**src/hdl/rbb_fifo.sv**
```systemverilog
`timescale 1ns / 1ps
module rbb_fifo #(
  parameter int unsigned WIDTH = 8,
  parameter int unsigned DEPTH = 4
) (
  input  logic                       clk_i,
  input  logic                       rst_ni,
  input  logic                       push_i,
  input  logic [WIDTH-1:0]           wdata_i,
  input  logic                       pop_i,
  output logic [WIDTH-1:0]           rdata_o,
  output logic                       empty_o,
  output logic [$clog2(DEPTH+1)-1:0] level_o
);

  localparam int unsigned PW = $clog2(DEPTH);
  localparam int unsigned LW = $clog2(DEPTH + 1);

  logic [WIDTH-1:0] slot_q [DEPTH];
  logic [PW-1:0]    wr_q, wr_d, rd_q, rd_d;
  logic [LW-1:0]    level_q, level_d;

  always_comb begin
    wr_d    = wr_q;
    rd_d    = rd_q;
    level_d = level_q;
    if (push_i) begin
      wr_d = (wr_q == PW'(DEPTH - 1)) ? '0 : wr_q + PW'(1);
    end
    if (pop_i) begin
      rd_d = (rd_q == PW'(DEPTH - 1)) ? '0 : rd_q + PW'(1);
    end
    if (push_i && !pop_i) begin
      level_d = level_q + LW'(1);
    end else if (pop_i && !push_i) begin
      level_d = level_q - LW'(1);
    end
  end

  always_ff @(posedge clk_i or negedge rst_ni) begin
    if (!rst_ni) begin
      wr_q    <= '0;
      rd_q    <= '0;
      level_q <= '0;
    end else begin
      wr_q    <= wr_d;
      rd_q    <= rd_d;
      level_q <= level_d;
    end
  end

  always_ff @(posedge clk_i) begin
    if (push_i) begin
      slot_q[wr_q] <= wdata_i;
    end
  end

  assign rdata_o = slot_q[rd_q];
  assign empty_o = (level_q == '0);
  assign level_o = level_q;

endmodule

```
**config.mk**
```make
export PLATFORM = sky130hd
export DESIGN_NAME = rbb_fifo
export DESIGN_NICKNAME = d
export VERILOG_FILES = /design/src/hdl/rbb_fifo.sv
export SDC_FILE = /design/constraint.sdc
export NUM_CORES = 1
export LEC_CHECK = 0
export BUFFER_PORTS_ARGS = -buffer_cell sky130_fd_sc_hd__buf_2
export CORE_MARGIN = 2
export CORE_UTILIZATION = 27
export CTS_CLUSTER_SIZE = 10
export DETAILED_ROUTE_END_ITERATION = 7
export PLACE_DENSITY_LB_ADDON = 0.3
export SYNTH_ARGS = -nofsm -noshare
export SYNTH_HDL_FRONTEND = slang
export SYNTH_SLANG_ARGS = --single-unit
export TNS_END_PERCENT = 30
```
**constraint.sdc**
```tcl
create_clock -name clk_i -period 3.6 [get_ports clk_i]
set_input_delay 0.54 -clock clk_i [delete_from_list [all_inputs] [get_ports clk_i]]
set_output_delay 0.54 -clock clk_i [all_outputs]
set_load 0.1 [all_outputs]
```
==> flow_metrics.env <==
export IMPL_path_cells="mux4_2 > buf_2"
export IMPL_max_stage_delay_ns=0.72
export IMPL_postCtsHoldBufs=0
export IMPL_slew_limit_headroom_pct=60.9
export IMPL_numPortBuffers=23
export IMPL_reg2reg_setup_slack_ns=2.15
export IMPL_area_growth_pct=19.3
export IMPL_tightest_slew_ns=0.587
export IMPL_drv_cap=0
export IMPL_crit_arrival_ns=1.89
export IMPL_num_vias=766
export IMPL_cts_tree="built"
export IMPL_dr_pass1_iters=4
export IMPL_dpl_hpwl_um=1810
export IMPL_cpMaxStageDelayCell="dfrtp_1"
export IMPL_synth_distinct_cells=17
export IMPL_fin_crit_sh_pct=67.5
export IMPL_r2r_end="slot_q[0][0]"
export IMPL_reg2reg_from="wr_q[0]"
export IMPL_hp_class="in -> async"
export IMPL_detail_route_wl_per_cell_um=14.8
export IMPL_routabilityCongestion=0.647
export IMPL_run_status="finished clean"
export IMPL_grt_pass1_vias=780
export IMPL_cts_htree_levels=2
export IMPL_yosysTopAreaCell="edfxtp_1"
export IMPL_die_h_um=80.1
export IMPL_worst_r2r_path_depth=3
export IMPL_syn_nets=97
export IMPL_cp_required_ns=3.06
export IMPL_num_io_pins=24
export IMPL_seq_area_um2=1140
export IMPL_worstSetupPathDepth=2
export IMPL_critical_path_max_fanout=11
export IMPL_antenna_left=0
export IMPL_avgSynthCellArea_um2=20.0
export IMPL_dieArea_um2=6410
export IMPL_finalHoldViolCount=0
export IMPL_yosys_warnings=0
export IMPL_cts_sinks=39
export IMPL_multi_input_area_um2=392
export IMPL_cp_num_buf_inv=1
export IMPL_via_per_inst=4.28
export IMPL_cp_startpoint="rd_q[0]"
export IMPL_coreArea_um2=5540
export IMPL_grt_pass1_wl_um=4130
export IMPL_gr_total_overflow=0
export IMPL_most_common_layout_cells="edfxtp_1 (32), buf_2 (23), mux4_2 (8), dfrtp_1 (7), ha_1 (6)"
export IMPL_skew_ns=0.00769
export IMPL_clock_latency_ns=0.29
export IMPL_fin_setup_tns_ns=0
export IMPL_worstSetupPathType="reg -> out"
export IMPL_start_util_pct=28.2
export IMPL_ys_ff_latch=39
export IMPL_startpoint_type="flip-flop"
export IMPL_cp_end_kind="output port"
export IMPL_cp_top_family="flip-flops"
export IMPL_finalSetupViolations=0
export IMPL_drv_slew=0
export IMPL_fill_cells=547
export IMPL_final_common_cell="edfxtp_1"
export IMPL_num_antenna_cells=0
export IMPL_rows=27
export IMPL_drive_gt1_share_pct=39.3
export IMPL_grt_max_degree=14
export IMPL_clk_pin_slew_ns=0.08
export IMPL_netlist_instances=78
export IMPL_grt_use_total_pct=9.20
export IMPL_cts_root_buf="clkbuf_8"
export IMPL_drt_iter0_drc=53
export IMPL_fin_nets=125
export IMPL_min_period_ns=2.43
export IMPL_antenna_found_initial=0
export IMPL_fmax_mhz=411
export IMPL_die_w_um=80.1
export IMPL_drc=0
export IMPL_seq_area_frac_synth_pct=72.7
export IMPL_ctsResizeCount=0
export IMPL_cts_buffer_depth=2
export IMPL_synth_top_area_share_pct=61.5
export IMPL_post_cts_setup_buffers=0
export IMPL_synth_area_top_cells="edfxtp_1 (61%), mux4_2 (12%), dfrtp_1 (11%)"
export IMPL_numCtsBuffers=5
export IMPL_rsz0062_at_grt="no"
export IMPL_synth_area_um2=1560
export IMPL_crit_end="rdata_o[4]"
export IMPL_drt_total_wl_um=2650
==> area by class of cell <==
type	instances	share of cell area, %
clock inverter	3	2.35
tap	72	4.83
multi-input combinational	32	21.0
clock buffer	5	3.69
inverter	5	1.01
sequential	39	60.9
timing repair buffer	23	6.17
==> how the worst min path moves through the flow <==
stage                     cells after the start         end  startpoint
final                                         1  level_o[0]      rst_ni
after global routing                          1     wr_q[1]      rst_ni
after CTS                                     1  level_o[2]      rst_ni
after detailed placement                      1  level_o[2]      rst_ni
after global placement                        1  level_o[2]      rst_ni
after floorplan                               0  level_o[0]      rst_ni
==> per-layer routing <==
| layer | global-route usage, % | part of all wire (%) | vias to the layer above |
|---|---|---|---|
| met5 | 0 | 0 | - |
| met4 | 4.58 | 1.3 | 0 |
| met3 | 3.71 | 8.2 | 4 |
| met2 | 14.2 | 48 | 26 |
| met1 | 11.1 | 42 | 383 |
| li1 | - | - | 353 |
==> synthesized netlist by cell type (all sizes together) <==
master / n
nor2: 2
nor3: 1
dfrtp: 7
edfxtp: 32
o21ai: 2
and2: 4
nand3: 1
mux2: 3
inv: 5
nand2: 1
buf: 2
mux4: 8
ha: 6
xor2: 2
xnor2: 1
fa: 1
==> registers in the layout (all words and copies together), names as in the netlist <==
| signal | flops |
|---|---|
| slot_q | 32 |
| rd_q | 2 |
| wr_q | 2 |
| level_o | 3 |
==> stage by stage <==
stage	util (%)	hold slack (ns)	instance area [um^2]	setup slack [ns]	cells
global placement	31.6	0.385	1750	1.42	171
CTS	33.6	0.0699	1860	1.10	179
detailed placement	31.6	0.388	1750	1.43	171
floorplan	-	0.244	1560	0.0647	78
finish	33.6	0.0727	1860	1.17	179
global route	33.6	0.0629	1860	1.02	179
==> worst reg2reg max path, cell delays in order, from the launching register on <==
cell and delay, ns:
dfrtp_1 0.40, inv_1 0.12, ha_1 0.16, and2_1 0.42
==> kinds of logic after synthesis <==
family | after synthesis | synth area share, %
AOI/OAI and AO/OA | 2 | 0.641
DFF | 39 | 72.7
and+or+nand+nor | 9 | 2.96
buffers and inverters | 7 | 2.24
muxes | 11 | 13.7
adders and majority gates | 7 | 6.08
xor gates and xnor gates | 3 | 1.68
Power is not shown: default switching activity piles up to over one toggle a cycle in this logic, so the estimate is an artifact.
